[src/overwrite_ring_offset_lookup_core_defines.svh]
// Assertion macros shared by the ring lookup modules.
`ifndef OVERWRITE_RING_OFFSET_LOOKUP_CORE_DEFINES_SVH
`define OVERWRITE_RING_OFFSET_LOOKUP_CORE_DEFINES_SVH

// Same-cycle implication, disabled while reset is asserted.
`define ORLC_ASSERT_NOW(label, clk, rst_n, ante, cons) \
    label: assert property (@(posedge clk) disable iff (!rst_n) (ante) |-> (cons)) \
        else $error("ring lookup check failed");

// Next-cycle implication, disabled while reset is asserted.
`define ORLC_ASSERT_NEXT(label, clk, rst_n, ante, cons) \
    label: assert property (@(posedge clk) disable iff (!rst_n) (ante) |=> (cons)) \
        else $error("ring lookup check failed");

`endif

[src/orlc_pkg.sv]
`timescale 1ns / 1ps

package orlc_pkg;

    // Default geometry of the ring.
    localparam int DEFAULT_DEPTH       = 16;
    localparam int DEFAULT_SIZE_BITS   = 16;
    localparam int DEFAULT_HANDLE_BITS = 32;

    // Fixed port widths.
    localparam int SIZE_PORT_W   = 16;
    localparam int HANDLE_PORT_W = 32;
    localparam int POS_W         = 20;
    localparam int OFFSET_W      = 16;
    localparam int STATUS_W      = 2;

    // Action codes.
    localparam logic ACT_ADD  = 1'b0;
    localparam logic ACT_FIND = 1'b1;

    // Result status codes.
    localparam logic [STATUS_W-1:0] ST_STORED    = 2'd0;
    localparam logic [STATUS_W-1:0] ST_IGNORED   = 2'd1;
    localparam logic [STATUS_W-1:0] ST_FOUND     = 2'd2;
    localparam logic [STATUS_W-1:0] ST_NOT_FOUND = 2'd3;

    // Controller states.
    typedef enum logic [1:0] {
        S_IDLE,
        S_FETCH,
        S_WALK
    } state_t;

    // Commands from the controller to the datapath.
    typedef struct packed {
        logic add_en;
        logic find_load;
        logic walk_en;
        logic check;
    } ctl_t;

    // Status from the datapath to the controller.
    typedef struct packed {
        logic empty;
        logic hit;
        logic last;
    } sts_t;

endpackage

[src/orlc_ctrl.sv]
`timescale 1ns / 1ps
`include "overwrite_ring_offset_lookup_core_defines.svh"

module orlc_ctrl (
    input  logic          clk,
    input  logic          rst_n,
    input  logic          start,
    input  logic          action,
    input  orlc_pkg::sts_t sts,
    output logic          busy,
    output orlc_pkg::ctl_t ctl
);
    import orlc_pkg::*;

    state_t state_reg;
    state_t state_next;
    logic   accept;

    assign busy   = (state_reg != S_IDLE);
    assign accept = start && !busy;

    // State register.
    always_ff @(posedge clk or negedge rst_n)
    begin
        if (!rst_n)
        begin
            state_reg <= S_IDLE;
        end
        else
        begin
            state_reg <= state_next;
        end
    end

    // Next-state logic.
    always_comb
    begin
        state_next = state_reg;
        unique case (state_reg)
            S_IDLE:
            begin
                if (accept && (action == ACT_FIND) && !sts.empty)
                begin
                    state_next = S_FETCH;
                end
            end
            S_FETCH:
            begin
                state_next = S_WALK;
            end
            S_WALK:
            begin
                if (sts.hit || sts.last)
                begin
                    state_next = S_IDLE;
                end
            end
            default:
            begin
                state_next = S_IDLE;
            end
        endcase
    end

    // Command outputs.
    always_comb
    begin
        ctl = '0;
        unique case (state_reg)
            S_IDLE:
            begin
                ctl.add_en    = accept && (action == ACT_ADD);
                ctl.find_load = accept && (action == ACT_FIND);
            end
            S_FETCH:
            begin
                ctl.walk_en = 1'b1;
            end
            S_WALK:
            begin
                ctl.walk_en = 1'b1;
                ctl.check   = 1'b1;
            end
            default:
            begin
                ctl = '0;
            end
        endcase
    end

    // A fetch cycle is always followed by the compare walk.
    `ORLC_ASSERT_NEXT(a_fetch_to_walk, clk, rst_n, state_reg == S_FETCH, state_reg == S_WALK)
    // A find on a non-empty ring starts the walk.
    `ORLC_ASSERT_NEXT(a_find_starts, clk, rst_n, ctl.find_load && !sts.empty, state_reg == S_FETCH)

endmodule

[src/orlc_dpath.sv]
`timescale 1ns / 1ps
`include "overwrite_ring_offset_lookup_core_defines.svh"

module orlc_dpath #(
    parameter int DEPTH       = orlc_pkg::DEFAULT_DEPTH,
    parameter int SIZE_BITS   = orlc_pkg::DEFAULT_SIZE_BITS,
    parameter int HANDLE_BITS = orlc_pkg::DEFAULT_HANDLE_BITS
) (
    input  logic                                  clk,
    input  logic                                  rst_n,
    input  orlc_pkg::ctl_t                        ctl,
    input  logic [orlc_pkg::SIZE_PORT_W-1:0]      entry_size,
    input  logic [orlc_pkg::HANDLE_PORT_W-1:0]    entry_handle,
    input  logic [orlc_pkg::POS_W-1:0]            byte_pos,
    output orlc_pkg::sts_t                        sts,
    output logic                                  done,
    output logic [orlc_pkg::STATUS_W-1:0]         status,
    output logic [orlc_pkg::HANDLE_PORT_W-1:0]    found_handle,
    output logic [orlc_pkg::SIZE_PORT_W-1:0]      found_size,
    output logic [orlc_pkg::OFFSET_W-1:0]         byte_offset
);
    import orlc_pkg::*;

    localparam int IDX_W  = (DEPTH > 1) ? $clog2(DEPTH) : 1;
    localparam int CNT_W  = $clog2(DEPTH + 1);
    localparam int BASE_W = SIZE_BITS + CNT_W;
    localparam int SUM_W  = ((BASE_W > POS_W) ? BASE_W : POS_W) + 1;
    localparam int ENT_W  = SIZE_BITS + HANDLE_BITS;

    // Entry memory: size in the upper field, handle in the lower.
    logic [ENT_W-1:0] mem [DEPTH];
    logic [ENT_W-1:0] rd_data_reg;

    logic [IDX_W-1:0]  wr_idx_reg;
    logic [IDX_W-1:0]  rd_idx_reg;
    logic              full_reg;
    logic [IDX_W-1:0]  wr_idx_next;
    logic [IDX_W-1:0]  rd_idx_next;
    logic              full_next;

    logic [IDX_W-1:0]  ptr_reg;
    logic [IDX_W-1:0]  ptr_next;
    logic [BASE_W-1:0] base_reg;
    logic [BASE_W-1:0] base_next;
    logic [CNT_W-1:0]  left_reg;
    logic [CNT_W-1:0]  left_next;
    logic [POS_W-1:0]  pos_reg;

    logic                 done_reg;
    logic [STATUS_W-1:0]  status_reg;
    logic [HANDLE_PORT_W-1:0] handle_reg;
    logic [SIZE_PORT_W-1:0]   size_reg;
    logic [OFFSET_W-1:0]      offset_reg;

    logic [SIZE_BITS-1:0]   add_size;
    logic [HANDLE_BITS-1:0] add_handle;
    logic                   add_store;
    logic [IDX_W-1:0]       wr_adv;
    logic [CNT_W-1:0]       count;
    logic [SIZE_BITS-1:0]   rd_size;
    logic [HANDLE_BITS-1:0] rd_handle;
    logic [SUM_W-1:0]       sum;
    logic [SUM_W-1:0]       pos_ext;
    logic [SUM_W-1:0]       offset_full;
    logic                   finish;

    // Input fields resized to the stored widths.
    assign add_size   = SIZE_BITS'(entry_size);
    assign add_handle = HANDLE_BITS'(entry_handle);
    assign add_store  = ctl.add_en && (add_size != '0);

    // Write index advance with wrap, and the number of stored entries.
    assign wr_adv = (wr_idx_reg == IDX_W'(DEPTH - 1)) ? '0 : IDX_W'(wr_idx_reg + 1'b1);

    always_comb
    begin
        if (full_reg)
        begin
            count = CNT_W'(DEPTH);
        end
        else if (wr_idx_reg >= rd_idx_reg)
        begin
            count = CNT_W'(IDX_W'(wr_idx_reg - rd_idx_reg));
        end
        else
        begin
            count = CNT_W'(CNT_W'(DEPTH) + CNT_W'(wr_idx_reg) - CNT_W'(rd_idx_reg));
        end
    end

    // Ring index update on a stored add.
    always_comb
    begin
        wr_idx_next = wr_idx_reg;
        rd_idx_next = rd_idx_reg;
        full_next   = full_reg;
        if (add_store)
        begin
            wr_idx_next = wr_adv;
            if (full_reg)
            begin
                rd_idx_next = wr_adv;
            end
            else if (wr_adv == rd_idx_reg)
            begin
                full_next = 1'b1;
            end
        end
    end

    always_ff @(posedge clk or negedge rst_n)
    begin
        if (!rst_n)
        begin
            wr_idx_reg <= '0;
            rd_idx_reg <= '0;
            full_reg   <= 1'b0;
        end
        else
        begin
            wr_idx_reg <= wr_idx_next;
            rd_idx_reg <= rd_idx_next;
            full_reg   <= full_next;
        end
    end

    // Entry memory: one write port, one registered read port.
    always_ff @(posedge clk)
    begin
        if (add_store)
        begin
            mem[wr_idx_reg] <= {add_size, add_handle};
        end
        rd_data_reg <= mem[ptr_reg];
    end

    // Compare of the entry just read against the running base.
    assign rd_size     = rd_data_reg[HANDLE_BITS +: SIZE_BITS];
    assign rd_handle   = rd_data_reg[HANDLE_BITS-1:0];
    assign sum         = SUM_W'(base_reg) + SUM_W'(rd_size);
    assign pos_ext     = SUM_W'(pos_reg);
    assign offset_full = pos_ext - SUM_W'(base_reg);

    assign sts.empty = !full_reg && (wr_idx_reg == rd_idx_reg);
    assign sts.hit   = pos_ext < sum;
    assign sts.last  = (left_reg == CNT_W'(1));
    assign finish    = ctl.check && (sts.hit || sts.last);

    // Walk pointer, running base and remaining count.
    always_comb
    begin
        ptr_next  = ptr_reg;
        base_next = base_reg;
        left_next = left_reg;
        if (ctl.find_load)
        begin
            ptr_next  = rd_idx_reg;
            base_next = '0;
            left_next = count;
        end
        else
        begin
            if (ctl.walk_en)
            begin
                ptr_next = (ptr_reg == IDX_W'(DEPTH - 1)) ? '0 : IDX_W'(ptr_reg + 1'b1);
            end
            if (ctl.check && !sts.hit)
            begin
                base_next = BASE_W'(sum);
                left_next = CNT_W'(left_reg - 1'b1);
            end
        end
    end

    always_ff @(posedge clk)
    begin
        ptr_reg  <= ptr_next;
        base_reg <= base_next;
        left_reg <= left_next;
        if (ctl.find_load)
        begin
            pos_reg <= byte_pos;
        end
    end

    // Result beat: one cycle strobe.
    always_ff @(posedge clk or negedge rst_n)
    begin
        if (!rst_n)
        begin
            done_reg <= 1'b0;
        end
        else
        begin
            done_reg <= ctl.add_en || (ctl.find_load && sts.empty) || finish;
        end
    end

    // Result payload.
    always_ff @(posedge clk)
    begin
        if (ctl.add_en)
        begin
            status_reg <= add_store ? ST_STORED : ST_IGNORED;
            handle_reg <= '0;
            size_reg   <= '0;
            offset_reg <= '0;
        end
        else if (finish && sts.hit)
        begin
            status_reg <= ST_FOUND;
            handle_reg <= HANDLE_PORT_W'(rd_handle);
            size_reg   <= SIZE_PORT_W'(rd_size);
            offset_reg <= OFFSET_W'(offset_full);
        end
        else if (finish || ctl.find_load)
        begin
            status_reg <= ST_NOT_FOUND;
            handle_reg <= '0;
            size_reg   <= '0;
            offset_reg <= '0;
        end
    end

    assign done         = done_reg;
    assign status       = status_reg;
    assign found_handle = handle_reg;
    assign found_size   = size_reg;
    assign byte_offset  = offset_reg;

    // A full ring always has its indexes aligned.
    `ORLC_ASSERT_NOW(a_full_aligned, clk, rst_n, full_reg, wr_idx_reg == rd_idx_reg)
    // A compare never runs with no entries left to walk.
    `ORLC_ASSERT_NOW(a_walk_bounded, clk, rst_n, ctl.check, left_reg != '0)

endmodule

[src/overwrite_ring_offset_lookup_core.sv]
`timescale 1ns / 1ps

// Ring of DEPTH entries (handle and byte size) that overwrites its oldest
// entry when full, with lookup of the entry holding a byte position of the
// concatenated data. An item is taken when start is high and busy is low.
// Each item yields exactly one result beat, shown for a single cycle with
// done high; the receiver cannot stall, so it must take every beat when it
// appears. An add's result appears in the next cycle. A find on an empty
// ring also answers in the next cycle; otherwise it goes through the fetch
// state and then the walk state, which compares the entries up to and
// including the hit, or all stored entries on a miss. The walk reads one
// entry per cycle through the single registered read port of the entry
// memory. Entries never written read as unknown, but a find only visits
// stored entries.
module overwrite_ring_offset_lookup_core #(
    parameter int DEPTH       = orlc_pkg::DEFAULT_DEPTH,
    parameter int SIZE_BITS   = orlc_pkg::DEFAULT_SIZE_BITS,
    parameter int HANDLE_BITS = orlc_pkg::DEFAULT_HANDLE_BITS
) (
    input  logic                               clk,
    input  logic                               rst_n,
    input  logic                               start,
    output logic                               busy,
    input  logic                               action,
    input  logic [orlc_pkg::SIZE_PORT_W-1:0]   entry_size,
    input  logic [orlc_pkg::HANDLE_PORT_W-1:0] entry_handle,
    input  logic [orlc_pkg::POS_W-1:0]         byte_pos,
    output logic                               done,
    output logic [orlc_pkg::STATUS_W-1:0]      status,
    output logic [orlc_pkg::HANDLE_PORT_W-1:0] found_handle,
    output logic [orlc_pkg::SIZE_PORT_W-1:0]   found_size,
    output logic [orlc_pkg::OFFSET_W-1:0]      byte_offset
);
    import orlc_pkg::*;

    ctl_t ctl;
    sts_t sts;

    // Sequencer.
    orlc_ctrl u_ctrl (
        .clk    (clk),
        .rst_n  (rst_n),
        .start  (start),
        .action (action),
        .sts    (sts),
        .busy   (busy),
        .ctl    (ctl)
    );

    // Ring storage, walk and result registers.
    orlc_dpath #(
        .DEPTH       (DEPTH),
        .SIZE_BITS   (SIZE_BITS),
        .HANDLE_BITS (HANDLE_BITS)
    ) u_dpath (
        .clk          (clk),
        .rst_n        (rst_n),
        .ctl          (ctl),
        .entry_size   (entry_size),
        .entry_handle (entry_handle),
        .byte_pos     (byte_pos),
        .sts          (sts),
        .done         (done),
        .status       (status),
        .found_handle (found_handle),
        .found_size   (found_size),
        .byte_offset  (byte_offset)
    );

endmodule
[config.mk]
export PLATFORM = sky130hd
export DESIGN_NAME = overwrite_ring_offset_lookup_core
export DESIGN_NICKNAME = d
export VERILOG_FILES = /design/src/orlc_pkg.sv /design/src/orlc_ctrl.sv /design/src/orlc_dpath.sv /design/src/overwrite_ring_offset_lookup_core.sv
export VERILOG_INCLUDE_DIRS = /design/src /design/src/src
export SDC_FILE = /design/constraint.sdc
export NUM_CORES = 1
export LEC_CHECK = 0
export BUFFER_PORTS_ARGS = -buffer_cell sky130_fd_sc_hd__buf_2
export CORE_AREA = 3 3 424 216
export DETAILED_ROUTE_END_ITERATION = 8
export DIE_AREA = 0 0 427 219
export SYNTH_ARGS = -nofsm -noshare
export SYNTH_HDL_FRONTEND = slang
export SYNTH_HIERARCHICAL = 1
export SYNTH_SLANG_ARGS = --single-unit
[constraint.sdc]
create_clock -name clk -period 11.2 [get_ports clk]
set_clock_uncertainty 0.2 [all_clocks]
set_input_delay 1.12 -clock clk [delete_from_list [all_inputs] [get_ports clk]]
set_output_delay 1.12 -clock clk [all_outputs]
set_load 0.02 [all_outputs]
==> reports/results.tsv <==
stage	metric	value	unit
die	die_y	219	um
power	ir_drop	218	uV
placed_design	io_buffer_count	139	
layout	final_cell_mix	edfxtp_1, mux2i_1, buf_2, dfxtp_1, o21ai_0	
clock_tree	cts_root_buffer	clkbuf_16	
critical_path	critical_path_depth	16	
clock_tree	ctsHoldBuffers	0	
routing	drt_first_pass_iters	6	
critical_path	slowest_delay	0.51	ns
critical_path	worst-path-max-fanout	41	
critical_path	startpoint	u_dpath/rd_data_reg[33]	
sta	hold_viol_final	0	
global_routing	grt_max_degree	134	
synth	synthFlopType	edfxtp_1	
critical_path	worstSetupStartpointType	flip-flop	
sta	tightest_slew	1.20	ns
placed_design	pre_cts_ws	6.23	ns
critical_path	crit_arrival	5.45	ns
routing	highest_layer	met5	
routing	wl_met3	4850	um
routing	drc	0	
layout	drive_above_1_share	20.2	%
power	p_int	7.32	mW
clock_tree	cts_setup_buffers	0	
power	power.switching	3.64	mW
power	pwr-share-seq	40.3	%
synth	synth_xor_area_share	1.06	%
synth	synth_compound_area_share	7.80	%
critical_path	cp-end-kind	flip-flop	
critical_path	r2r-end	u_dpath/found_handle[20]	
layout	nFillCells	7432	
critical_path	cp_slowest_cell	buf_4	
clock_tree	clk_pin_slew_worst_paths	0.06	ns
clock_tree	cts-htree-levels	3	
sta	slew_viol_final	0	
clock_tree	cts_tree	yes	
global_routing	grt_use_total	18.8	%
placed_design	gp_congestion	0.817	
layout	syn_to_final_growth	13.4	%
synth	synth-simple-area-share	2.73	%
synth	synth_fa_ha_area_share	2.32	%
critical_path	required	11.61	ns
layout	nNetsFinal	2447	
die	die_area	0.0935	sq mm
critical_path	crit_chain	ha_1 > a211oi_1 > o21ai_0 > a311oi_1 > o21ai_0 > o41ai_1 > xor2_1 > ha_1 > nand4_1 > or2_2 > a211oi_1 > nor3_1 > a211o_1 > a211oi_4 > buf_4 > a22o_1	
critical_path	cp-endpoint	u_dpath/found_handle[20]	
routing	first_iter_violations	1646	
synth	yosys_warnings	6	
clock_tree	cts-resized-gates	0	
routing	wl_met2	41700	um
sta	layout_min_cycle_time	5.04	ns
synth	synthesis.area	0.0370	sq mm
die	initial_core_util	42.1	%
critical_path	cp_num_buf_inv	1	
clock_tree	numCtsBuffers	84	
routing	viasPerCell	5.59	
critical_path	ff2ff_path_depth	16	
job	maxCapViolations	0	
die	dieWidth	427	um
layout	largest_reg_flops	768	
global_routing	grt_pass1_wl	130000	um
global_routing	antenna_found_initial	8	
clock_tree	clk_path_buf_depth	3	
critical_path	critical_path_class	reg -> reg	
die	io_pins	140	
sta	rsz0062_at_grt	no	
layout	layout_commonest_cell	edfxtp_1	
power	p_leak	14.6	nW
power	clkPwrFrac	27.3	%
routing	wl_per_cell	24.8	um
layout	post-route-util	47.7	%
global_routing	grt_pass1_vias	19500	
sta	fmax	0.199	GHz
sta	finalCritPeriodShare	45.0	%
die	core_area	0.0881	sq mm
sta	finalSetupTns	0	ns
critical_path	r2r-start	u_dpath/rd_data_reg[33]	
routing	vias	19900	
routing	antenna_left	0	
status	status	complete, no violations	
synth	syn_area_per_cell	17.2	sq um
synth	synth_top_family_by_area	multiplexers	
sta	setup_viol	0	
power	pwr-share-comb	32.4	%
synth	async_flop_share	1.27	%
synth	synth_cell_type_count	66	
sta	holdWs	0.147	ns
routing	wl	88400	um
sta	max-slew-margin-rel	20.3	%
synth	synth_seq_cells	944	
power	p_sw_share	33.2	%
sta	fin_ws	6.16	ns
synth	synth-seq-area-share	72.8	%
synth	synth_edf_count	799	
clock_tree	clock_sinks	944	
synth	syn_inst	2151	
routing	met1_length	40100	um
clock_tree	insertion_delay	0.68	ns
power	p_per_area	261	mW/mm^2
synth	post_synth_mux_area_share	11.7	%
die	rows	77	
synth	syn_nets	2290	
worst_hold_path	hold_class	in -> async	
critical_path	reg2reg_slack	6.16	ns
global_routing	overflow	0	
placed_design	hpwlAfterDp	44700	um
critical_path	critPathTopFamily	compound AO/OA/AOI/OAI gates	
final cells by class:
| cell class | count | area, sq um | share of cell area, % |
|---|---|---|---|
| clock inverters | 37 | 457 | 1.09 |
| inverters | 44 | 165 | 0.393 |
| diodes | 2 | 5.00 | 0.0119 |
| flip-flops and latches | 944 | 27000 | 64.2 |
| well taps | 1185 | 1480 | 3.53 |
| clock buffers | 119 | 2410 | 5.73 |
| multi-input cells | 1059 | 9540 | 22.7 |
| repair buffers | 175 | 991 | 2.36 |
layer usage:
layer  GRT usage [%]  vias to the layer above
met5               0                        -
met4            4.66                        4
met3            3.03                      111
met2            29.9                      558
met1            27.2                    10400
li1                -                     8880
synthesized netlist by cell type (11+ instances only):
cell	instances	area [sq um]
a22oi_1	48	360
mux4_2	96	2160
o21ai_0	125	626
a21oi_1	78	390
xor2_1	20	175
a211oi_1	12	90.1
clkbuf_1	65	244
mux2i_1	157	1570
nor2b_1	20	125
nor2_1	44	165
inv_1	44	165
a221oi_1	48	420
nand2_1	81	304
and3_1	12	75.1
edfxtp_1	799	24000
nor3_1	11	55.1
xnor2_1	25	219
buf_1	28	105
a22o_1	63	552
mux2_2	52	586
dfrtp_1	12	300
dfxtp_1	133	2660
ha_1	64	801
worst register-to-register path: cells and delay by family (launching register included):
kind,cells,cell delay [ns]
adder cells (fa/ha/maj),2,0.63
AO/OA/AOI/OAI,9,2.68
AND/OR/NAND/NOR,3,0.49
XOR/XNOR,1,0.15
buffers and inverters,1,0.51
flip-flops,1,0.32
how the worst min path moves through the flow:
stage          slack, ns                       to  cells after the start
6_report            0.15         u_dpath/full_reg                      1
5_1_grt             0.13      u_ctrl/state_reg[1]                      1
4_1_cts             0.11         u_dpath/full_reg                      1
3_5_place_dp        0.23  u_dpath/found_handle[9]                      1
3_3_place_gp        0.22  u_dpath/found_handle[3]                      1
2_1_floorplan       0.22     u_dpath/base_reg[20]                      2
power groups by stage:
stage	Combinational [mW]	Sequential, mW	Clock (mW)
3_5_place_dp	3.57	4.49	0
4_1_cts	3.58	4.42	3.05
2_1_floorplan	2.47	4.52	0
5_1_grt	3.92	4.45	3.20
6_report	3.56	4.42	2.99
3_3_place_gp	3.54	4.49	0
through the flow:
step	cell area, sq um	std cells	power, mW
floorplan	37000	2151	6.99
global placement	39100	3407	8.04
detailed placement	39100	3407	8.06
CTS	42000	3563	11.1
global route	42000	3564	11.6
finish	42000	3565	11.0
logic make-up (layout without fill, tap and decap cells):
group	after synthesis	after routing
XOR/XNOR	45	45
multiplexers	306	306
flip-flops	944	944
AND/OR/NAND/NOR	212	212
buffers and inverters	148	375
AO/OA/AOI/OAI	429	429
other	0	2
adder cells (fa/ha/maj)	67	67
Note: power is estimated with default switching activity, not from simulation.
